`config.mk`:
```
export PLATFORM = sky130hd
export DESIGN_NAME = positional_array_list_unit
export DESIGN_NICKNAME = d
export VERILOG_FILES = /design/src/hdl/pal_pkg.sv /design/src/hdl/pal_ram.sv /design/src/hdl/positional_array_list_unit.sv
export SDC_FILE = /design/constraint.sdc
export NUM_CORES = 2
export LEC_CHECK = 0
export BUFFER_PORTS_ARGS = -buffer_cell sky130_fd_sc_hd__buf_2
export CAP_MARGIN = 20
export CORE_MARGIN = 5
export CORE_UTILIZATION = 50
export CTS_CLUSTER_DIAMETER = 120
export DETAILED_ROUTE_END_ITERATION = 8
export PLACE_DENSITY = 0.66
export SLEW_MARGIN = 25
export SYNTH_ARGS = -nofsm -noshare
export SYNTH_HDL_FRONTEND = slang
export SYNTH_SLANG_ARGS = --single-unit
```
`constraint.sdc`:
```
create_clock -name i_clk -period 7.86 [get_ports i_clk]
set_input_delay 0.393 -clock i_clk [delete_from_list [all_inputs] [get_ports i_clk]]
set_output_delay 0.393 -clock i_clk [all_outputs]
set_load 0.1 [all_outputs]
```
`src/hdl/pal_pkg.sv`:
```
// Package for the positional array list unit: field widths, command and status codes.
// No dependencies; used by the top level for operation and result codes.
`timescale 1ns / 1ps
`default_nettype none

package pal_pkg;

    // Field widths of the item channels
    localparam int CMD_W = 2;
    localparam int POS_W = 8;
    localparam int VAL_W = 32;
    localparam int IDX_W = 7;
    localparam int LEN_W = 8;
    localparam int STS_W = 2;

    // Command codes
    localparam logic [CMD_W-1:0] CMD_INSERT = 2'd0;
    localparam logic [CMD_W-1:0] CMD_REMOVE = 2'd1;
    localparam logic [CMD_W-1:0] CMD_READ   = 2'd2;
    localparam logic [CMD_W-1:0] CMD_FIND   = 2'd3;

    // Status codes
    localparam logic [STS_W-1:0] ST_OK        = 2'd0;
    localparam logic [STS_W-1:0] ST_BAD_POS   = 2'd1;
    localparam logic [STS_W-1:0] ST_FULL      = 2'd2;
    localparam logic [STS_W-1:0] ST_NOT_FOUND = 2'd3;

    typedef logic [VAL_W-1:0] t_word;

endpackage

`default_nettype wire

```
`src/hdl/pal_ram.sv`:
```
// Generic simple dual-port RAM: one write port, one read port with registered data.
// No dependencies.
`timescale 1ns / 1ps
`default_nettype none

module pal_ram #(
    parameter int WIDTH = 32,
    parameter int DEPTH = 128,
    parameter int AW    = 7
) (
    input  wire logic             i_clk,
    input  wire logic             i_we,
    input  wire logic [AW-1:0]    i_waddr,
    input  wire logic [WIDTH-1:0] i_wdata,
    input  wire logic [AW-1:0]    i_raddr,
    output logic      [WIDTH-1:0] o_rdata
);

    logic [WIDTH-1:0] r_mem [DEPTH];

    // Write, and register the read word
    always_ff @(posedge i_clk) begin
        if (i_we) begin
            r_mem[i_waddr] <= i_wdata;
        end
        o_rdata <= r_mem[i_raddr];
    end

endmodule

`default_nettype wire

```
`src/hdl/positional_array_list_unit.sv`:
```
// Positional array list unit: ordered list of signed words with insert, remove, read, find.
// Depends on pal_pkg (codes, widths) and pal_ram (entry store).
//
//  channel  | direction | handshake          | payload
//  ---------+-----------+--------------------+---------------------------------------------
//  request  | in        | i_valid / o_stall  | i_command, i_position, i_value
//  result   | out       | o_valid / i_stall  | o_status, o_read_value, o_found_index,
//           |           |                    | o_list_length, o_is_empty
//
// Insert shifts the entries from the position up one place and then writes the new value;
// remove shifts the entries above the position down one place; read fetches one word;
// find scans from entry 0 to the first match. Refused requests go straight to the result.
// The single RAM port pair moves one entry per cycle. One request is in work at a time.
// Reset clears only the length and control; entries above the length are never read.
// A finished result waits in the output register while the next request is taken.
`timescale 1ns / 1ps
`default_nettype none

module positional_array_list_unit #(
    parameter int CAPACITY = 128
) (
    input  wire logic                         i_clk,
    input  wire logic                         i_rst_n,
    input  wire logic                         i_valid,
    output logic                              o_stall,
    input  wire logic [pal_pkg::CMD_W-1:0]    i_command,
    input  wire logic [pal_pkg::POS_W-1:0]    i_position,
    input  wire logic signed [pal_pkg::VAL_W-1:0] i_value,
    output logic                              o_valid,
    input  wire logic                         i_stall,
    output logic [pal_pkg::STS_W-1:0]         o_status,
    output logic signed [pal_pkg::VAL_W-1:0]  o_read_value,
    output logic [pal_pkg::IDX_W-1:0]         o_found_index,
    output logic [pal_pkg::LEN_W-1:0]         o_list_length,
    output logic                              o_is_empty
);

    localparam int CW = $clog2(CAPACITY + 1);
    localparam int AW = (CAPACITY > 1) ? $clog2(CAPACITY) : 1;
    localparam int XW = (CW > pal_pkg::POS_W) ? CW : pal_pkg::POS_W;

    localparam logic [2:0] S_IDLE = 3'd0;
    localparam logic [2:0] S_UP   = 3'd1;
    localparam logic [2:0] S_DOWN = 3'd2;
    localparam logic [2:0] S_FIND = 3'd3;
    localparam logic [2:0] S_READ = 3'd4;
    localparam logic [2:0] S_DONE = 3'd5;

    logic [2:0]              r_state;
    logic [CW-1:0]           r_count;
    logic [CW-1:0]           r_left;
    logic                    r_rdv;
    logic [AW-1:0]           r_ptr;
    logic [AW-1:0]           r_wa;
    logic [AW-1:0]           r_pos;
    logic [AW-1:0]           r_fidx;
    pal_pkg::t_word          r_val;
    logic [pal_pkg::STS_W-1:0] r_res_status;
    pal_pkg::t_word          r_res_rd;
    logic [AW-1:0]           r_res_idx;

    logic                    w_issue;
    logic                    w_hit;
    logic                    w_we;
    logic [AW-1:0]           w_waddr;
    pal_pkg::t_word          w_wdata;
    pal_pkg::t_word          w_rdata;
    logic [XW-1:0]           w_pos_x;
    logic [XW-1:0]           w_cnt_x;
    logic [XW-1:0]           w_cap_x;
    logic [XW-1:0]           w_len_x;
    logic [AW+7:0]           w_idx_x;
    logic                    w_out_free;

    assign w_pos_x    = XW'(i_position);
    assign w_cnt_x    = XW'(r_count);
    assign w_cap_x    = XW'(CAPACITY);
    assign w_len_x    = XW'(r_count);
    assign w_idx_x    = (AW + 8)'(r_res_idx);
    assign w_issue    = (r_left != '0);
    assign w_hit      = (r_state == S_FIND) && r_rdv && (w_rdata == r_val);
    assign w_out_free = !o_valid || !i_stall;
    assign o_stall    = (r_state != S_IDLE);

    // Write port: shifted words, or the new value once an insert shift has drained
    always_comb begin
        w_we    = 1'b0;
        w_waddr = r_wa;
        w_wdata = w_rdata;
        case (r_state)
            S_UP: begin
                if (r_rdv) begin
                    w_we = 1'b1;
                end else if (!w_issue) begin
                    w_we    = 1'b1;
                    w_waddr = r_pos;
                    w_wdata = r_val;
                end
            end
            S_DOWN: begin
                w_we = r_rdv;
            end
            default: begin
                w_we = 1'b0;
            end
        endcase
    end

    pal_ram #(
        .WIDTH (pal_pkg::VAL_W),
        .DEPTH (CAPACITY),
        .AW    (AW)
    ) u_ram (
        .i_clk   (i_clk),
        .i_we    (w_we),
        .i_waddr (w_waddr),
        .i_wdata (w_wdata),
        .i_raddr (r_ptr),
        .o_rdata (w_rdata)
    );

    // Sequencer: start a request, stream the entries, finish into the result register
    always_ff @(posedge i_clk) begin
        if (!i_rst_n) begin
            r_state <= S_IDLE;
            r_count <= '0;
            r_left  <= '0;
            r_rdv   <= 1'b0;
        end else begin
            case (r_state)
                S_IDLE: begin
                    r_rdv <= 1'b0;
                    if (i_valid) begin
                        r_val        <= pal_pkg::t_word'(i_value);
                        r_pos        <= AW'(w_pos_x);
                        r_res_rd     <= '0;
                        r_res_idx    <= '0;
                        case (i_command)
                            pal_pkg::CMD_INSERT: begin
                                if (w_pos_x > w_cnt_x) begin
                                    r_res_status <= pal_pkg::ST_BAD_POS;
                                    r_state      <= S_DONE;
                                end else if (w_cnt_x == w_cap_x) begin
                                    r_res_status <= pal_pkg::ST_FULL;
                                    r_state      <= S_DONE;
                                end else begin
                                    r_res_status <= pal_pkg::ST_OK;
                                    r_ptr   <= AW'(w_cnt_x - XW'(1));
                                    r_left  <= CW'(w_cnt_x - w_pos_x);
                                    r_state <= S_UP;
                                end
                            end
                            pal_pkg::CMD_REMOVE: begin
                                if (w_pos_x >= w_cnt_x) begin
                                    r_res_status <= pal_pkg::ST_BAD_POS;
                                    r_state      <= S_DONE;
                                end else begin
                                    r_res_status <= pal_pkg::ST_OK;
                                    r_ptr   <= AW'(w_pos_x + XW'(1));
                                    r_left  <= CW'(w_cnt_x - w_pos_x - XW'(1));
                                    r_state <= S_DOWN;
                                end
                            end
                            pal_pkg::CMD_READ: begin
                                if (w_pos_x >= w_cnt_x) begin
                                    r_res_status <= pal_pkg::ST_BAD_POS;
                                    r_state      <= S_DONE;
                                end else begin
                                    r_res_status <= pal_pkg::ST_OK;
                                    r_ptr   <= AW'(w_pos_x);
                                    r_left  <= CW'(1);
                                    r_state <= S_READ;
                                end
                            end
                            default: begin
                                r_res_status <= pal_pkg::ST_OK;
                                r_ptr   <= '0;
                                r_left  <= r_count;
                                r_state <= S_FIND;
                            end
                        endcase
                    end
                end
                S_UP, S_DOWN, S_FIND, S_READ: begin
                    // Advance the read stream one entry per cycle; stop it on a match
                    r_rdv <= w_issue && !w_hit;
                    if (w_hit) begin
                        r_left <= '0;
                    end else if (w_issue) begin
                        r_left <= r_left - CW'(1);
                        r_fidx <= r_ptr;
                        if (r_state == S_UP) begin
                            r_ptr <= r_ptr - AW'(1);
                            r_wa  <= r_ptr + AW'(1);
                        end else begin
                            r_ptr <= r_ptr + AW'(1);
                            r_wa  <= r_ptr - AW'(1);
                        end
                    end
                    // Finish when the stream drains, or on the first match or read word
                    case (r_state)
                        S_UP: begin
                            if (!w_issue && !r_rdv) begin
                                r_count <= r_count + CW'(1);
                                r_state <= S_DONE;
                            end
                        end
                        S_DOWN: begin
                            if (!w_issue && !r_rdv) begin
                                r_count <= r_count - CW'(1);
                                r_state <= S_DONE;
                            end
                        end
                        S_READ: begin
                            if (r_rdv) begin
                                r_res_rd <= w_rdata;
                                r_state  <= S_DONE;
                            end
                        end
                        default: begin
                            if (w_hit) begin
                                r_res_idx <= r_fidx;
                                r_state   <= S_DONE;
                            end else if (!w_issue && !r_rdv) begin
                                r_res_status <= pal_pkg::ST_NOT_FOUND;
                                r_state      <= S_DONE;
                            end
                        end
                    endcase
                end
                S_DONE: begin
                    r_rdv <= 1'b0;
                    if (w_out_free) begin
                        r_state <= S_IDLE;
                    end
                end
                default: begin
                    r_state <= S_IDLE;
                end
            endcase
        end
    end

    // Output register: load a finished result, drop the item once taken
    always_ff @(posedge i_clk) begin
        if (!i_rst_n) begin
            o_valid <= 1'b0;
        end else if (r_state == S_DONE && w_out_free) begin
            o_valid <= 1'b1;
        end else if (!i_stall) begin
            o_valid <= 1'b0;
        end
    end

    always_ff @(posedge i_clk) begin
        if (r_state == S_DONE && w_out_free) begin
            o_status      <= r_res_status;
            o_read_value  <= signed'(r_res_rd);
            o_found_index <= w_idx_x[pal_pkg::IDX_W-1:0];
            o_list_length <= w_len_x[pal_pkg::LEN_W-1:0];
            o_is_empty    <= (r_count == '0);
        end
    end

    // The length never passes the store size
    a_count_range: assert property (@(posedge i_clk) disable iff (!i_rst_n)
        (XW'(r_count) <= w_cap_x))
        else $error("list length above capacity");

    // The length changes only at the end of a shift
    a_count_change: assert property (@(posedge i_clk) disable iff (!i_rst_n)
        !(r_state == S_UP || r_state == S_DOWN) |=> $stable(r_count))
        else $error("list length changed outside a shift");

    // Lookups never write the store
    a_no_write_lookup: assert property (@(posedge i_clk) disable iff (!i_rst_n)
        (r_state == S_FIND || r_state == S_READ || r_state == S_IDLE) |-> !w_we)
        else $error("store written during a lookup");

    // No read word is pending once the sequencer is idle
    a_idle_drained: assert property (@(posedge i_clk) disable iff (!i_rst_n)
        (r_state == S_IDLE) |-> (!r_rdv && !w_issue))
        else $error("read stream active while idle");

endmodule

`default_nettype wire
```
==> qor.csv <==
metric,value,unit
total number of vias,79670,
number of port buffers,97,
first-pass GRT wire length,604400,um
Final min period,5.630,ns
Final Power,0.06923,W
sequential fraction of the synthesis area,77.57,%
mean routed wirelength per cell,34.84,um
dominant synthesized flop cell,edfxtp_1,
path type of the worst min-delay path,input port to flop,
global placement routability congestion,0.9256,
number of enable-type register cells in the synthesized netlist,4247,
TritonCTS clock tree,done,
area of the die,343200,um2
detailed-router iteration count before antenna repair,9,
placed cell areas,174500,um2
status,"complete, no violations",
startpoint kind of the worst setup timing path,flop,
# H-tree levels,5,
number of cell rows,211,
CP arrival,6.26,ns
leakage power summed over all cells,59.05,nW
cell class contributing the biggest share of worst-path delay,simple AND/OR/NAND/NOR gates,
DRC Markers,0,
biggest fanout along the worst timing path,46,
average cell area after synthesis,22.94,um2
fraction of layout cells with a size suffix above 1,29.30,%
slew margin rel.,19.00,%
Inserted Clock Buffers,413,
unrepaired setup endpoints after global routing,no,
number of standard cells after synthesis,7227,
combined area of all synthesized cells,165800,um2
maximum vdd ir drop,0.4289,mV
async set or reset register ratio after synthesis,0,%
post-route cell area,189300,um2
sequence of cells on the critical path,or4b_2 > nor4_4 > buf_4 > nand3b_1 > o21ai_0 > nand3_1 > nor2_4 > buf_4,
kind of end point of the critical path,flop,
total negative slack for setup checks,0,ns
count of unique library cells instantiated by Yosys,79,
highest achievable clock rate,0.1776,GHz
terminus of the critical flop-to-flop path,u_ram.r_mem[86][25],
footprint of the flip-flops and latches,128600,um2
# Max-Cap Violations,0,
dpl ws,2.443,ns
worst path required time,8.49,ns
Antenna Violating Nets Remaining,0,
Num Clock Sinks,4300,
vias in the first global route,77740,
clock-pin slew on the worst setup and hold paths,0.06,ns
sum of buffers and inverters on the critical path,2,
transition time at the pin with the least slew margin,1.209,ns
hold path start,i_command[1],
clock root cell,clkbuf_16,
filler cell count,23150,
Syn Nets,7294,
detail-routed via count per cell,6.434,
path length in cells of the critical path,8,
Critical path origin,r_state[0],
number of warning messages in the yosys log,0,
length in cells of the worst reg-to-reg path,8,
share of the clock period used by the worst path after layout,71.63,%
Total Routing Usage GR,24.98,%
Detailed Route Iter0 Violations,12020,
pwr dens,365.8,nW/um2
final setup margin,2.230,ns
startpoint of the lowest-slack register-to-register path,r_state[0],
minimum hold slack,0.1885,ns
HPWL after DPL,262900,um
Final #Nets,7715,
Final Max Tran Viols,0,
remaining global-route overflow,0,
Hold Fails Final Rpt,0,
area growth from synthesis to final layout,14.18,%
detailed-route wire length,431400,um
final setup vio count,0,
worst-skew pair later-pin latency,1.00,ns
post_cts resized,0,
Worst path most repeated cell,buf_4,
Clock Skews,0.07003,ns
Seq cells post-synth,4300,
Boundary Pins,98,
overall die width,585.8,um
Core ar.,330300,um2
clock tree buffer depth,4,
type of the worst setup path,flop to flop,
pin count of the biggest net entering global routing,127,
combined area of the multi-input logic cells,36550,um2
highest-delay cell along the critical path,nor2_4,
vertical die dimension,585.8,um
destination of the critical timing path,u_ram.r_mem[86][25],
number of antenna violations at the first check in global routing,50,
longest individual stage delay on the worst path,1.01,ns
initial core utilization,50.20,%
worst reg2reg setup slack,2.23,ns
[state kept, by name (all words and copies together) (netlist names)]
register	cells
o_status	2
r_res_rd	32
o_valid	1
u_ram.o_rdata	32
r_rdv	1
r_state	3
r_ptr	7
o_read_value	32
r_res_status	2
o_is_empty	1
r_wa	7
r_pos	7
u_ram.r_mem	4096
o_found_index	7
r_res_idx	7
r_count	8
r_val	32
r_fidx	7
o_list_length	8
r_left	8
[where the power goes]
part,switching [W],internal (W),leakage (nW)
clock,0.00851,0.0113,6.60
sequential,0.000460,0.0300,38.8
combinational,0.0134,0.00554,13.7
total,0.0224,0.0468,59.1
[cell usage after synthesis (all sizes together) (6+ instances only)]
cell type	count	area, um2
a2111oi	10	93.84
a211o	11	96.34
a211oi	28	210.2
a21oi	50	250.2
a221oi	15	131.4
a22oi	19	142.6
a31oi	22	137.6
a32o	10	100.1
a32oi	29	254.0
and2	6	37.54
and3	51	319.1
buf	233	1420
clkbuf	153	574.3
dfxtp	53	1061
edfxtp	4247	127500
ha	20	250.2
inv	27	101.3
mux2	9	101.4
mux2i	183	1832
mux4	1182	26620
nand2	291	1092
nand2b	21	131.4
nand3	37	190.2
nand3b	10	75.07
nand4	7	43.79
nor2	190	713.2
nor2b	25	156.4
nor3	17	85.08
nor4	23	150.1
o21ai	49	249.0
o221ai	20	175.2
o22ai	36	225.2
o31ai	6	72.57
or2	8	50.05
or3	11	68.82
xnor2	19	166.4
xor2	39	341.6
[worst min-delay path, cell delays in order]
cell,delay [ns]
buf_2,0.13
inv_1,0.07
ha_1,0.12
nor2b_1,0.12
a21oi_1,0.04
o21ai_0,0.15
[worst min-delay path by stage]
stage,endpoint,slack [ns],cells past startpoint
floorplan,o_found_index[0],0.40,0
global placement,o_read_value[11],0.41,0
detailed placement,o_found_index[5],0.40,0
CTS,r_res_status[0],0.15,6
global route,r_res_status[0],0.24,6
finish,r_res_status[0],0.19,6
[cells by family after synthesis]
kind of cell,count (synthesis),synth area share [%]
and+or+nand+nor,711,1.955
xor gates and xnor gates,58,0.3064
AOI/OAI and AO/OA,349,1.521
adders and majority gates,21,0.1630
buffers and inverters,414,1.266
muxes,1374,17.22
DFF,4300,77.57
[layer usage]
| metal | global-route usage, % | vias up | part of all wire [%] |
|---|---|---|---|
| li1 | - | 31690 | - |
| met5 | 0 | - | 0.013 |
| met3 | 6.022 | 740 | 11 |
| met2 | 37.24 | 4531 | 46 |
| met1 | 36.26 | 42700 | 38 |
| met4 | 9.635 | 8 | 4.5 |
[layout make-up]
type	count	area share (%)
clock buffer	488	5.664
sequential	4300	67.93
timing repair buffer	392	2.657
antenna	20	0.02644
tap	4366	2.886
multi-input combinational	2513	19.31
clock inverter	276	1.465
inverter	28	0.05949
[metrics by stage]
step	std cells	utilization (%)
floorplan	7227	-
global placement	11460	52.27
detailed placement	11530	52.82
CTS	12330	57.04
global route	12370	57.31
finish	12380	57.31
[layout by cell type, fill, tap and decap left out, types with 12 or more instances in the layout]
cell type,n
clkinv_1,102
inv_1,26
a211oi_1,25
clkinv_2,81
nor2_4,129
and3_1,50
nor4_1,21
xnor2_1,19
mux4_2,1182
a221oi_1,15
nor2b_1,23
nand3_1,30
o221ai_1,20
o21ai_0,46
a32oi_1,29
buf_16,75
bufinv_16,45
diode_2,20
clkinv_8,12
edfxtp_1,4247
nand2_4,23
a22oi_1,19
nand2_1,257
buf_12,55
a31oi_1,22
mux2i_1,181
nor2_1,60
buf_4,114
dlygate4sd3_1,42
clkbuf_1,69
xor2_1,39
a21oi_1,49
o22ai_1,36
nor3_1,17
clkbuf_16,417
nand2b_1,21
ha_1,20
buf_2,98
dfxtp_1,53
[timing repair]
action / CTS / global route
hold buffers: 42 / 0
setup buffers: 0 / 0
endpoints found under the hold margin: 52 / 0
No activity file was read; power rests on OpenSTA's default activity.
